`src/hdl/fcd_pkg.sv`:
```
// Shared constants and types for the fan curve duty controller.
package fcd_pkg;

    // Curve and fault limits.
    localparam int MAX_POINTS  = 8;
    localparam int IDX_W       = $clog2(MAX_POINTS);
    localparam int FAULT_TICKS = 8;

    // Sample validity, smoothing and duty constants.
    localparam logic [12:0] VALID_HIGH = 13'd2400;
    localparam logic [8:0]  EMA_GAIN   = 9'd102;
    localparam logic [6:0]  PUMP_MIN   = 7'd20;
    localparam logic [6:0]  EMPTY_DUTY = 7'd50;
    localparam logic [6:0]  DUTY_MAX   = 7'd100;

    // Divider operand widths: numerator 2*num+den, divisor 2*den, quotient of a byte.
    localparam int NUM_W = 30;
    localparam int DEN_W = 21;
    localparam int QUO_W = 8;

    // Register indexes of the configuration port.
    typedef enum logic [3:0] {
        REG_CURVE_TEMPS  = 4'd0,
        REG_CURVE_DUTIES = 4'd1,
        REG_POINT_COUNT  = 4'd2,
        REG_RISE_RATE    = 4'd3,
        REG_FALL_RATE    = 4'd4,
        REG_DUTY_FLOOR   = 4'd5,
        REG_PUMP_MODE    = 4'd6,
        REG_FAULT_EXEMPT = 4'd7
    } t_reg_idx;

    // Control between the sequencer and the divider.
    typedef struct packed {
        logic start;
    } t_div_ctl;

    typedef struct packed {
        logic busy;
        logic done;
    } t_div_sts;

endpackage

```
`src/hdl/fan_curve_duty_controller.sv`:
```
// Top level of the fan curve duty controller: sequencer, shared multiplier, registers.
//
//  channel | direction | handshake               | payload
//  --------+-----------+-------------------------+--------------------------------------------
//  in      | input     | i_in_valid / o_in_stall  | i_temp_sample, i_force_rewrite
//  out     | output    | o_out_valid / i_out_stall| o_write_valid, o_duty, o_sensor_fault,
//          |           |                         | o_release_channel
//  cfg     | input     | i_cfg_valid / o_cfg_ready| i_cfg_index, i_cfg_data
//
// A bad sample goes from the check state straight to emit and the output register, and
// the sequencer takes no new sample until it is back in idle. A good sample passes check,
// the smoothing multiply and add, lookup, the search (one step per curve point searched,
// up to 7), the interpolation (both multiplier products, divider load and the 8-step
// serial divider), post processing and emit. The first good sample after a restart skips
// the smoothing multiply and add, and a sample at or beyond the curve ends or on an empty
// curve skips search and interpolation.
// Reset is synchronous and active low and needs no clearing pass.
// A stalled result holds the sequencer until the output register frees.
module fan_curve_duty_controller (
    input  logic               i_clk,
    input  logic               i_rst_n,
    input  logic               i_in_valid,
    output logic               o_in_stall,
    input  logic signed [12:0] i_temp_sample,
    input  logic               i_force_rewrite,
    output logic               o_out_valid,
    input  logic               i_out_stall,
    output logic               o_write_valid,
    output logic [6:0]         o_duty,
    output logic               o_sensor_fault,
    output logic               o_release_channel,
    input  logic               i_cfg_valid,
    output logic               o_cfg_ready,
    input  logic [3:0]         i_cfg_index,
    input  logic [63:0]        i_cfg_data
);
    typedef enum logic [3:0] {
        S_IDLE, S_CHECK, S_EMA_MUL, S_EMA_ADD, S_LOOK, S_SRCH,
        S_MUL1, S_MUL2, S_DIVLD, S_DIV, S_POST, S_EMIT
    } t_state;

    localparam int IW = fcd_pkg::IDX_W;

    t_state r_state;

    // Configuration registers.
    logic [63:0] r_curve_temps, r_curve_duties;
    logic [3:0]  r_point_count;
    logic [6:0]  r_rise_rate, r_fall_rate, r_duty_floor;
    logic        r_pump_mode, r_fault_exempt;

    // Controller state.
    logic        r_smooth_valid, r_last_valid, r_channel_driven;
    logic [19:0] r_smooth;
    logic [6:0]  r_last_duty;
    logic [3:0]  r_bad_streak;

    // Working registers.
    logic signed [12:0] r_raw;
    logic               r_force;
    logic [IW-1:0]      r_k;
    logic [7:0]         r_prev_t, r_prev_y, r_ya, r_yb, r_target;
    logic [19:0]        r_den, r_e;
    logic signed [30:0] r_prod;
    logic [28:0]        r_acc;
    logic               r_res_wv, r_res_fault, r_res_rel;
    logic [6:0]         r_res_duty;

    // Output register.
    logic       r_out_valid, r_write_valid, r_sensor_fault, r_release;
    logic [6:0] r_duty;
    logic       w_emit;

    // Divider link.
    fcd_pkg::t_div_ctl w_div_ctl;
    fcd_pkg::t_div_sts w_div_sts;
    logic [fcd_pkg::NUM_W-1:0] w_div_num;
    logic [fcd_pkg::QUO_W-1:0] w_quot;

    // Curve point read port, one index per cycle.
    logic [3:0]    w_n;
    logic [IW-1:0] w_ridx;
    logic [7:0]    w_pt_t, w_pt_y;
    logic [19:0]   w_pt_x, w_x0, w_xprev;

    assign w_n    = (r_point_count > 4'(fcd_pkg::MAX_POINTS)) ?
                    4'(fcd_pkg::MAX_POINTS) : r_point_count;
    assign w_ridx = (r_state == S_LOOK) ? IW'(w_n - 4'd1) : r_k;
    assign w_pt_t = r_curve_temps[8*w_ridx +: 8];
    assign w_pt_y = r_curve_duties[8*w_ridx +: 8];
    assign w_pt_x = {w_pt_t, 12'd0};
    assign w_x0   = {r_curve_temps[7:0], 12'd0};
    assign w_xprev = {r_prev_t, 12'd0};

    // Sample check.
    logic w_good;
    assign w_good = (r_raw > 13'sd0) && (r_raw < $signed(fcd_pkg::VALID_HIGH));

    // Shared multiplier, operands chosen by the sequencer.
    logic signed [20:0] w_diff;
    logic signed [21:0] w_ma;
    logic signed [8:0]  w_mb;
    logic signed [30:0] w_prod;
    logic signed [30:0] w_q;

    assign w_diff = $signed({1'b0, r_raw[11:0], 8'd0}) - $signed({1'b0, r_smooth});

    always_comb begin
        unique case (r_state)
            S_EMA_MUL: begin
                w_ma = 22'(w_diff);
                w_mb = $signed(fcd_pkg::EMA_GAIN);
            end
            S_MUL1: begin
                w_ma = $signed({2'b00, r_den - r_e});
                w_mb = $signed({1'b0, r_ya});
            end
            default: begin
                w_ma = $signed({2'b00, r_e});
                w_mb = $signed({1'b0, r_yb});
            end
        endcase
    end

    assign w_prod = w_ma * w_mb;
    assign w_q    = (r_prod + 31'sd128) >>> 8;

    // Divider operands: round half up of num/den as (2*num + den) / (2*den).
    assign w_div_num = {r_acc + 29'(r_prod[27:0]), 1'b0} + fcd_pkg::NUM_W'(r_den);
    assign w_div_ctl.start = (r_state == S_DIVLD);

    fcd_div u_div (
        .i_clk  (i_clk),
        .i_rst_n(i_rst_n),
        .i_ctl  (w_div_ctl),
        .i_num  (w_div_num),
        .i_den  ({r_den, 1'b0}),
        .o_sts  (w_div_sts),
        .o_quot (w_quot)
    );

    // Post processing: clamp, floor, slew limits and deadband.
    logic [6:0] w_clamp, w_floor, w_slew, w_up, w_dn;
    logic [7:0] w_last_up;
    logic       w_skip;

    always_comb begin
        w_clamp = (r_target > 8'(fcd_pkg::DUTY_MAX)) ? fcd_pkg::DUTY_MAX : r_target[6:0];
        if (r_pump_mode) begin
            w_floor = (w_clamp < fcd_pkg::PUMP_MIN) ? fcd_pkg::PUMP_MIN : w_clamp;
        end else if (w_clamp != 7'd0 && w_clamp < r_duty_floor) begin
            w_floor = 7'd0;
        end else begin
            w_floor = w_clamp;
        end
        w_up      = (r_rise_rate == 7'd0) ? 7'd1 : r_rise_rate;
        w_dn      = (r_fall_rate == 7'd0) ? 7'd1 : r_fall_rate;
        w_last_up = {1'b0, r_last_duty} + {1'b0, w_up};
        w_slew    = w_floor;
        w_skip    = 1'b0;
        if (r_last_valid) begin
            if ({1'b0, w_floor} > w_last_up) begin
                w_slew = w_last_up[6:0];
            end else if (({1'b0, w_floor} + {1'b0, w_dn}) < {1'b0, r_last_duty}) begin
                w_slew = r_last_duty - w_dn;
            end
            if (!r_force) begin
                if (w_slew == r_last_duty) begin
                    w_skip = 1'b1;
                end else if ((w_slew == r_last_duty + 7'd1 || w_slew + 7'd1 == r_last_duty)
                             && w_slew != 7'd0 && w_slew != fcd_pkg::DUTY_MAX) begin
                    w_skip = 1'b1;
                end
            end
        end
    end

    assign o_in_stall  = (r_state != S_IDLE);
    assign o_cfg_ready = 1'b1;

    // The finished result moves into the output register once it is free.
    assign w_emit = (r_state == S_EMIT) && (!r_out_valid || !i_out_stall);

    // Sequencer, state and registered outputs.
    always_ff @(posedge i_clk) begin
        if (!i_rst_n) begin
            r_state          <= S_IDLE;
            r_curve_temps    <= '0;
            r_curve_duties   <= '0;
            r_point_count    <= '0;
            r_rise_rate      <= fcd_pkg::DUTY_MAX;
            r_fall_rate      <= fcd_pkg::DUTY_MAX;
            r_duty_floor     <= '0;
            r_pump_mode      <= 1'b0;
            r_fault_exempt   <= 1'b0;
            r_smooth_valid   <= 1'b0;
            r_smooth         <= '0;
            r_last_valid     <= 1'b0;
            r_last_duty      <= '0;
            r_bad_streak     <= '0;
            r_channel_driven <= 1'b0;
            r_out_valid      <= 1'b0;
        end else begin
            r_prod <= w_prod;

            // Output register drains when taken and nothing new replaces it.
            if (r_out_valid && !i_out_stall && !w_emit) begin
                r_out_valid <= 1'b0;
            end

            unique case (r_state)
                S_IDLE: begin
                    if (i_in_valid) begin
                        r_raw   <= i_temp_sample;
                        r_force <= i_force_rewrite;
                        r_state <= S_CHECK;
                    end
                end
                S_CHECK: begin
                    r_res_wv    <= 1'b0;
                    r_res_duty  <= '0;
                    r_res_fault <= 1'b0;
                    r_res_rel   <= 1'b0;
                    if (!w_good) begin
                        r_smooth_valid <= 1'b0;
                        if (!r_fault_exempt) begin
                            if (r_bad_streak < 4'(fcd_pkg::FAULT_TICKS)) begin
                                r_bad_streak <= r_bad_streak + 4'd1;
                            end
                            if (r_bad_streak >= 4'(fcd_pkg::FAULT_TICKS - 1)) begin
                                r_res_fault <= 1'b1;
                                if (r_channel_driven) begin
                                    r_channel_driven <= 1'b0;
                                    r_last_valid     <= 1'b0;
                                    r_res_rel        <= 1'b1;
                                end
                            end
                        end
                        r_state <= S_EMIT;
                    end else begin
                        r_bad_streak <= '0;
                        if (!r_smooth_valid) begin
                            r_smooth       <= {r_raw[11:0], 8'd0};
                            r_smooth_valid <= 1'b1;
                            r_state        <= S_LOOK;
                        end else begin
                            r_state <= S_EMA_MUL;
                        end
                    end
                end
                S_EMA_MUL: begin
                    r_state <= S_EMA_ADD;
                end
                S_EMA_ADD: begin
                    r_smooth <= r_smooth + w_q[19:0];
                    r_state  <= S_LOOK;
                end
                S_LOOK: begin
                    r_k      <= IW'(1);
                    r_prev_t <= r_curve_temps[7:0];
                    r_prev_y <= r_curve_duties[7:0];
                    if (w_n == 4'd0) begin
                        r_target <= {1'b0, fcd_pkg::EMPTY_DUTY};
                        r_state  <= S_POST;
                    end else if (r_smooth <= w_x0) begin
                        r_target <= r_curve_duties[7:0];
                        r_state  <= S_POST;
                    end else if (r_smooth >= w_pt_x) begin
                        r_target <= w_pt_y;
                        r_state  <= S_POST;
                    end else begin
                        r_state <= S_SRCH;
                    end
                end
                S_SRCH: begin
                    // Segment found: the point below is strictly under the sample.
                    if (r_smooth <= w_pt_x) begin
                        r_ya    <= r_prev_y;
                        r_yb    <= w_pt_y;
                        r_den   <= w_pt_x - w_xprev;
                        r_e     <= r_smooth - w_xprev;
                        r_state <= S_MUL1;
                    end else begin
                        r_prev_t <= w_pt_t;
                        r_prev_y <= w_pt_y;
                        r_k      <= r_k + IW'(1);
                    end
                end
                S_MUL1: begin
                    r_state <= S_MUL2;
                end
                S_MUL2: begin
                    r_acc   <= 29'(r_prod[27:0]);
                    r_state <= S_DIVLD;
                end
                S_DIVLD: begin
                    r_state <= S_DIV;
                end
                S_DIV: begin
                    if (w_div_sts.done) begin
                        r_target <= w_quot;
                        r_state  <= S_POST;
                    end
                end
                S_POST: begin
                    if (!w_skip) begin
                        r_res_wv         <= 1'b1;
                        r_res_duty       <= w_slew;
                        r_last_duty      <= w_slew;
                        r_last_valid     <= 1'b1;
                        r_channel_driven <= 1'b1;
                    end
                    r_state <= S_EMIT;
                end
                S_EMIT: begin
                    if (w_emit) begin
                        r_out_valid    <= 1'b1;
                        r_write_valid  <= r_res_wv;
                        r_duty         <= r_res_duty;
                        r_sensor_fault <= r_res_fault;
                        r_release      <= r_res_rel;
                        r_state        <= S_IDLE;
                    end
                end
                default: begin
                    r_state <= S_IDLE;
                end
            endcase

            // Configuration write: any known register restarts smoothing and slew.
            if (i_cfg_valid && o_cfg_ready && i_cfg_index <= fcd_pkg::REG_FAULT_EXEMPT) begin
                r_last_valid   <= 1'b0;
                r_smooth_valid <= 1'b0;
                unique case (fcd_pkg::t_reg_idx'(i_cfg_index))
                    fcd_pkg::REG_CURVE_TEMPS:  r_curve_temps  <= i_cfg_data;
                    fcd_pkg::REG_CURVE_DUTIES: r_curve_duties <= i_cfg_data;
                    fcd_pkg::REG_POINT_COUNT:  r_point_count  <= i_cfg_data[3:0];
                    fcd_pkg::REG_RISE_RATE:    r_rise_rate    <= i_cfg_data[6:0];
                    fcd_pkg::REG_FALL_RATE:    r_fall_rate    <= i_cfg_data[6:0];
                    fcd_pkg::REG_DUTY_FLOOR:   r_duty_floor   <= i_cfg_data[6:0];
                    fcd_pkg::REG_PUMP_MODE:    r_pump_mode    <= i_cfg_data[0];
                    default:                   r_fault_exempt <= i_cfg_data[0];
                endcase
            end
        end
    end

    assign o_out_valid       = r_out_valid;
    assign o_write_valid     = r_write_valid;
    assign o_duty            = r_duty;
    assign o_sensor_fault    = r_sensor_fault;
    assign o_release_channel = r_release;

    // A delivered duty is a percentage, and zero when nothing is written.
    a_duty_range: assert property (@(posedge i_clk) disable iff (!i_rst_n)
        r_out_valid |-> (r_duty <= fcd_pkg::DUTY_MAX)) else $error("duty above 100");
    a_duty_idle_zero: assert property (@(posedge i_clk) disable iff (!i_rst_n)
        (r_out_valid && !r_write_valid) |-> (r_duty == 7'd0)) else $error("stray duty");
    // A release only comes with a fault and never with a write.
    a_release_fault: assert property (@(posedge i_clk) disable iff (!i_rst_n)
        (r_out_valid && r_release) |-> (r_sensor_fault && !r_write_valid))
        else $error("release without fault");
    // The fault streak never passes its limit.
    a_streak_cap: assert property (@(posedge i_clk) disable iff (!i_rst_n)
        r_bad_streak <= 4'(fcd_pkg::FAULT_TICKS)) else $error("streak overflow");

endmodule

```
`src/hdl/fcd_div.sv`:
```
// Serial restoring divider, one quotient bit per cycle.
module fcd_div (
    input  logic                       i_clk,
    input  logic                       i_rst_n,
    input  fcd_pkg::t_div_ctl          i_ctl,
    input  logic [fcd_pkg::NUM_W-1:0]  i_num,
    input  logic [fcd_pkg::DEN_W-1:0]  i_den,
    output fcd_pkg::t_div_sts          o_sts,
    output logic [fcd_pkg::QUO_W-1:0]  o_quot
);
    localparam int SH_W  = fcd_pkg::DEN_W + fcd_pkg::QUO_W - 1;
    localparam int CNT_W = $clog2(fcd_pkg::QUO_W);

    logic [fcd_pkg::NUM_W-1:0] r_rem;
    logic [SH_W-1:0]           r_dsh;
    logic [fcd_pkg::QUO_W-1:0] r_quot;
    logic [CNT_W-1:0]          r_cnt;
    logic                      r_busy;
    logic                      r_done;
    logic                      w_ge;

    // Trial subtraction of the shifted divisor.
    assign w_ge = (r_rem >= fcd_pkg::NUM_W'(r_dsh));

    always_ff @(posedge i_clk) begin
        if (!i_rst_n) begin
            r_busy <= 1'b0;
            r_done <= 1'b0;
            r_cnt  <= '0;
        end else begin
            r_done <= 1'b0;
            if (i_ctl.start && !r_busy) begin
                r_busy <= 1'b1;
                r_cnt  <= CNT_W'(fcd_pkg::QUO_W - 1);
                r_rem  <= i_num;
                r_dsh  <= SH_W'({i_den, {(fcd_pkg::QUO_W-1){1'b0}}});
                r_quot <= '0;
            end else if (r_busy) begin
                if (w_ge) begin
                    r_rem <= r_rem - fcd_pkg::NUM_W'(r_dsh);
                end
                r_quot <= {r_quot[fcd_pkg::QUO_W-2:0], w_ge};
                r_dsh  <= r_dsh >> 1;
                r_cnt  <= r_cnt - 1'b1;
                if (r_cnt == '0) begin
                    r_busy <= 1'b0;
                    r_done <= 1'b1;
                end
            end
        end
    end

    assign o_sts.busy = r_busy;
    assign o_sts.done = r_done;
    assign o_quot     = r_quot;

    // A start is never issued while a division runs.
    a_no_restart: assert property (@(posedge i_clk) disable iff (!i_rst_n)
        i_ctl.start |-> !r_busy) else $error("divider restarted while busy");
    // Done follows the last busy cycle.
    a_done_after_busy: assert property (@(posedge i_clk) disable iff (!i_rst_n)
        r_done |-> $past(r_busy)) else $error("done without a division");
    a_done_one_cycle: assert property (@(posedge i_clk) disable iff (!i_rst_n)
        r_done |=> !r_done) else $error("done longer than one cycle");

endmodule
```
`config.mk`:
```
export PLATFORM = sky130hd
export DESIGN_NAME = fan_curve_duty_controller
export DESIGN_NICKNAME = d
export VERILOG_FILES = /design/src/hdl/fcd_pkg.sv /design/src/hdl/fan_curve_duty_controller.sv /design/src/hdl/fcd_div.sv
export SDC_FILE = /design/constraint.sdc
export NUM_CORES = 2
export LEC_CHECK = 0
export BUFFER_PORTS_ARGS = -buffer_cell sky130_fd_sc_hd__buf_2
export CORE_MARGIN = 1.5
export CORE_UTILIZATION = 68
export CTS_BUF_LIST = sky130_fd_sc_hd__clkbuf_4 sky130_fd_sc_hd__clkbuf_8
export CTS_CLUSTER_DIAMETER = 80
export DETAILED_ROUTE_END_ITERATION = 8
export PLACE_DENSITY = 0.9
export SLEW_MARGIN = 5
export SYNTH_ARGS = -nofsm -noshare
export SYNTH_HDL_FRONTEND = slang
export SYNTH_SLANG_ARGS = --single-unit
export TNS_END_PERCENT = 100
```
`constraint.sdc`:
```
create_clock -name i_clk -period 16.1 [get_ports i_clk]
set_input_delay 2.415 -clock i_clk [delete_from_list [all_inputs] [get_ports i_clk]]
set_output_delay 2.415 -clock i_clk [all_outputs]
set_load 0.005 [all_outputs]
```
==> results.txt <==
----------------------------------------------------
[Floorplanning]
  Core footprint ... 45,500 um^2
  Top-level I/O count ... 100
  Initial core utilization ... 69.2%
  Die Outline Area ... 47,600 um^2
  Die Y ... 218 um
  Chip Width ... 218 um
  Standard-cell rows ... 78

[Yosys]
  Post-synth EDFFs ... 227
  Predominant post-synthesis flop cell ... sky130_fd_sc_hd__edfxtp_1
  Number of warnings issued by yosys ... 0
  Number of different library cells in the post-synthesis netlist ... 102
  Post-synthesis async set-or-reset flop share ... 0%
  Cell Area, Synth ... 31,500 um^2
  Number of storage elements in the synthesis netlist ... 426
  Gate count of the mapped netlist ... 3,462
  Post-synthesis sequential area ratio ... 34.3%
  Average footprint of a synthesized cell ... 9.09 um^2

[Global route]
  Global routing usage on met2 ... 57.5%
  Aggregate global-route resource usage ... 35.1%
  First-pass GRT wire length ... 133,000 um
  Remaining global-route overflow ... 0
  Global Route met3 Usage ... 5.55%
  Met1 Usage GRT ... 42.6%
  Largest net degree at the start of global routing ... 104
  Initial antenna violation count ... 3
  Number of global-route vias before repair ... 26,200
  Top Usage Layer GRT ... met2

[Final layout]
  Share of post-route cells with drive strength above 1 ... 10.3%
  Net count, final ... 3,996
  Number of inserted filler cells in the final layout ... 3,042
  Final core utilization ... 74.8%
  Number of standard cells in the final layout excluding fillers ... 4,190
  Area of all placed cells without fillers ... 34,000 um^2
  P&R area growth vs syn ... 8.04%

[Clocking]
  Clock transition at the registers of the reported paths ... 0.08 ns
  Post-CTS Hold Buffers ... 0
  Post-CTS resize count ... 0
  Clk_lat worst skew ... 0.66 ns
  Number of sinks on the clock net ... 426
  Number of buffers created by CTS ... 70
  Clock tree buffer depth ... 3
  CTS tree ... done
  Post-CTS setup repair buffer count ... 0
  Root buffer selected by CTS ... sky130_fd_sc_hd__clkbuf_8
  H-tree Lvls ... 3

[Routing]
  Residual DRC ... 0
  Vias per Instance ... 6.37
  Number of detailed-routing iterations run before antenna repair ... 6
  Post-detailed-routing wire length ... 82,000 um
  Number of routed nets with antenna violations ... 0
  First-iteration detailed-routing DRC count ... 2,290
  Mean routed wirelength per cell ... 19.6 um
  Vias after detailed routing ... 26,700

[Pwr]
  Pleak ... 14.2 nW
  Switching power share of the total ... 45.3%
  Peak supply drop ... 0.000202 V
  Power dissipated by switching net loads ... 3.04 mW
  Clock network power share ... 14.8%
  Total Power ... 6.70 mW
  Pint ... 3.66 mW
  Reg power frac ... 24.2%
  Power per unit of standard cell area ... 197 nW/um^2
  Combinational cell fraction of total power ... 61.0%

[Timing]
  Final number of hold-violating endpoints ... 0
  Worst clock skew ... 0.0558 ns
  Worst-case headroom to the max-slew limit ... 20.4%
  Crit path time final ... 7.77 ns
  Number of failing setup endpoints in the final timing report ... 0
  Period utilisation layout ... 48.3%
  Number of pins exceeding their max-slew limit in the final report ... 0
  Setup_tns ... 0 ns
  Maximum operating frequency ... 129 MHz
  Unrepaired setup endpoints after global routing ... no
  Final setup margin ... 8.33 ns
  Worst-Margin Slew ... 1.19 ns
  Final-layout worst hold slack ... 0.407 ns

[Placement]
  Port Buffers ... 98
  Post-Place Cell Area ... 32,600 um^2
  HPWL Detailed ... 58,600 um
  Gpl congestion ... 0.957
  Dpl cells ... 4,064
  Worst slack after detailed placement ... 8.42 ns

[Run status]
  Status ... finished clean

[Critical path]
  Data required, critical path ... 16.50 ns
  Startpoint-to-endpoint class of the critical path ... flop to flop
  Max Fanout on Critical Path ... 17
  Arrival time reported for the critical path endpoint ... 8.17 ns
  Kind of launch point of the worst setup path ... flop
  Type of element capturing the critical path ... flop

[Hold path]
  Class of the tightest hold or removal check ... flop to flop

[Job]
  Max-cap check violation count ... 0

----------------------------------------------------
[worst max-delay path: stages, from the launching register on]
cell,delay (ns)
sky130_fd_sc_hd__dfxtp_1,0.69
sky130_fd_sc_hd__nor2_1,0.18
sky130_fd_sc_hd__and2_1,0.22
sky130_fd_sc_hd__nand2b_1,0.52
sky130_fd_sc_hd__o221ai_1,0.53
sky130_fd_sc_hd__nand2b_1,0.31
sky130_fd_sc_hd__fa_1,0.53
sky130_fd_sc_hd__fa_1,0.53
sky130_fd_sc_hd__inv_1,0.04
sky130_fd_sc_hd__ha_1,0.26
sky130_fd_sc_hd__inv_1,0.05
sky130_fd_sc_hd__fa_1,0.59
sky130_fd_sc_hd__inv_1,0.06
sky130_fd_sc_hd__ha_1,0.28
sky130_fd_sc_hd__a21o_1,0.18
sky130_fd_sc_hd__a21oi_1,0.32
sky130_fd_sc_hd__o21a_1,0.22
sky130_fd_sc_hd__o311ai_0,0.21
sky130_fd_sc_hd__o41a_1,0.42
sky130_fd_sc_hd__a41oi_1,0.52
sky130_fd_sc_hd__a2111o_1,0.29
sky130_fd_sc_hd__a31oi_1,0.15
sky130_fd_sc_hd__a21o_1,0.20
sky130_fd_sc_hd__a21oi_1,0.16
sky130_fd_sc_hd__xnor2_1,0.07
[metal layers]
| metal | vias to the layer above | part of all wire [%] | wire, um |
|---|---|---|---|
| met5 | - | 0.016 | 13 |
| met4 | 2 | 7.1 | 5860 |
| met3 | 378 | 8.2 | 6690 |
| met2 | 1427 | 47 | 38600 |
| met1 | 12600 | 38 | 30900 |
| li1 | 12200 | - | - |
[layout make-up]
cell class,instances,area (um^2),area share [%]
clock buffer,112,1350,3.98
timing repair buffer,133,753,2.21
sequential,426,10800,31.8
multi-input combinational,2586,19000,56.0
inverter,319,1200,3.54
clock inverter,12,90.1,0.265
antenna,2,5.00,0.0147
tap,600,751,2.21
[placed cells by master (no fill, tap or decap), types with 21 or more instances in the layout]
| cell | Yosys | layout |
|---|---|---|
| sky130_fd_sc_hd__a211oi_1 | 38 | 38 |
| sky130_fd_sc_hd__a21o_1 | 52 | 52 |
| sky130_fd_sc_hd__a21oi_1 | 294 | 290 |
| sky130_fd_sc_hd__and2_1 | 23 | 23 |
| sky130_fd_sc_hd__and3_1 | 28 | 27 |
| sky130_fd_sc_hd__buf_2 | 4 | 98 |
| sky130_fd_sc_hd__buf_4 | 2 | 35 |
| sky130_fd_sc_hd__clkbuf_4 | 0 | 30 |
| sky130_fd_sc_hd__clkbuf_8 | 0 | 82 |
| sky130_fd_sc_hd__dfxtp_1 | 199 | 198 |
| sky130_fd_sc_hd__edfxtp_1 | 227 | 227 |
| sky130_fd_sc_hd__fa_1 | 136 | 136 |
| sky130_fd_sc_hd__ha_1 | 237 | 237 |
| sky130_fd_sc_hd__inv_1 | 314 | 313 |
| sky130_fd_sc_hd__mux2_2 | 21 | 21 |
| sky130_fd_sc_hd__mux2i_1 | 58 | 57 |
| sky130_fd_sc_hd__mux4_2 | 32 | 32 |
| sky130_fd_sc_hd__nand2_1 | 450 | 449 |
| sky130_fd_sc_hd__nand2b_1 | 64 | 64 |
| sky130_fd_sc_hd__nand3_1 | 61 | 61 |
| sky130_fd_sc_hd__nand4_1 | 25 | 25 |
| sky130_fd_sc_hd__nor2_1 | 328 | 326 |
| sky130_fd_sc_hd__nor2b_1 | 39 | 38 |
| sky130_fd_sc_hd__nor3_1 | 71 | 70 |
| sky130_fd_sc_hd__o211ai_1 | 22 | 22 |
| sky130_fd_sc_hd__o21a_1 | 44 | 44 |
| sky130_fd_sc_hd__o21ai_0 | 95 | 93 |
| sky130_fd_sc_hd__or3_1 | 28 | 28 |
| sky130_fd_sc_hd__xnor2_1 | 110 | 110 |
| sky130_fd_sc_hd__xor2_1 | 53 | 53 |
[cell families (layout without fill, tap and decap cells)]
| logic type | count (synthesis) | after routing | synth area share (%) |
|---|---|---|---|
| xor gates and xnor gates | 165 | 165 | 4.68 |
| muxes | 111 | 111 | 4.89 |
| DFF | 426 | 426 | 34.3 |
| buffers and inverters | 457 | 576 | 5.56 |
| other | 2 | 11 | 0.0239 |
| adders and majority gates | 373 | 373 | 18.1 |
| and+or+nand+nor | 1203 | 1203 | 17.6 |
| AOI/OAI and AO/OA | 725 | 725 | 14.9 |
[power by group through the flow]
stage | Combinational (mW) | Sequential (mW) | Clock, mW
2_1_floorplan | 3.09 | 1.55 | 0
3_3_place_gp | 3.80 | 1.63 | 0
3_5_place_dp | 3.97 | 1.63 | 0
4_1_cts | 4.03 | 1.61 | 0.997
5_1_grt | 4.53 | 1.63 | 1.04
6_report | 4.09 | 1.62 | 0.993
[sequential cells by signal, indices dropped and copies added (netlist names), 13 cells and up]
signal / count
r_acc: 28
r_curve_duties: 64
r_curve_temps: 64
r_e: 20
r_prod: 28
r_raw: 13
r_smooth: 20
u_div.r_dsh: 28
u_div.r_rem: 30
[Yosys cell counts, types with 53 or more instances]
cell type	count	area share, %
sky130_fd_sc_hd__clkbuf_1	123	1.5
sky130_fd_sc_hd__nor3_1	71	1.1
sky130_fd_sc_hd__fa_1	136	8.7
sky130_fd_sc_hd__dfxtp_1	199	13
sky130_fd_sc_hd__xnor2_1	110	3.1
sky130_fd_sc_hd__a21oi_1	294	4.7
sky130_fd_sc_hd__xor2_1	53	1.5
sky130_fd_sc_hd__nand3_1	61	0.97
sky130_fd_sc_hd__edfxtp_1	227	22
sky130_fd_sc_hd__ha_1	237	9.4
sky130_fd_sc_hd__nand2_1	450	5.4
sky130_fd_sc_hd__inv_1	314	3.7
sky130_fd_sc_hd__nand2b_1	64	1.3
sky130_fd_sc_hd__o21ai_0	95	1.5
sky130_fd_sc_hd__nor2_1	328	3.9
sky130_fd_sc_hd__mux2i_1	58	1.8
[final timing paths]
check	cells past startpoint	end	from	slack, ns
max	24	r_prod[27]$_DFFE_PP_	r_state[3]$_SDFFE_PN0P_	8.33
min	0	r_ya[4]$_DFFE_PP_	r_prev_y[4]$_DFFE_PP_	0.41
max reg2reg	24	r_prod[27]$_DFFE_PP_	r_state[3]$_SDFFE_PN0P_	8.33
min reg2reg	0	r_ya[4]$_DFFE_PP_	r_prev_y[4]$_DFFE_PP_	0.41
No activity file was read; power rests on OpenSTA's default activity.
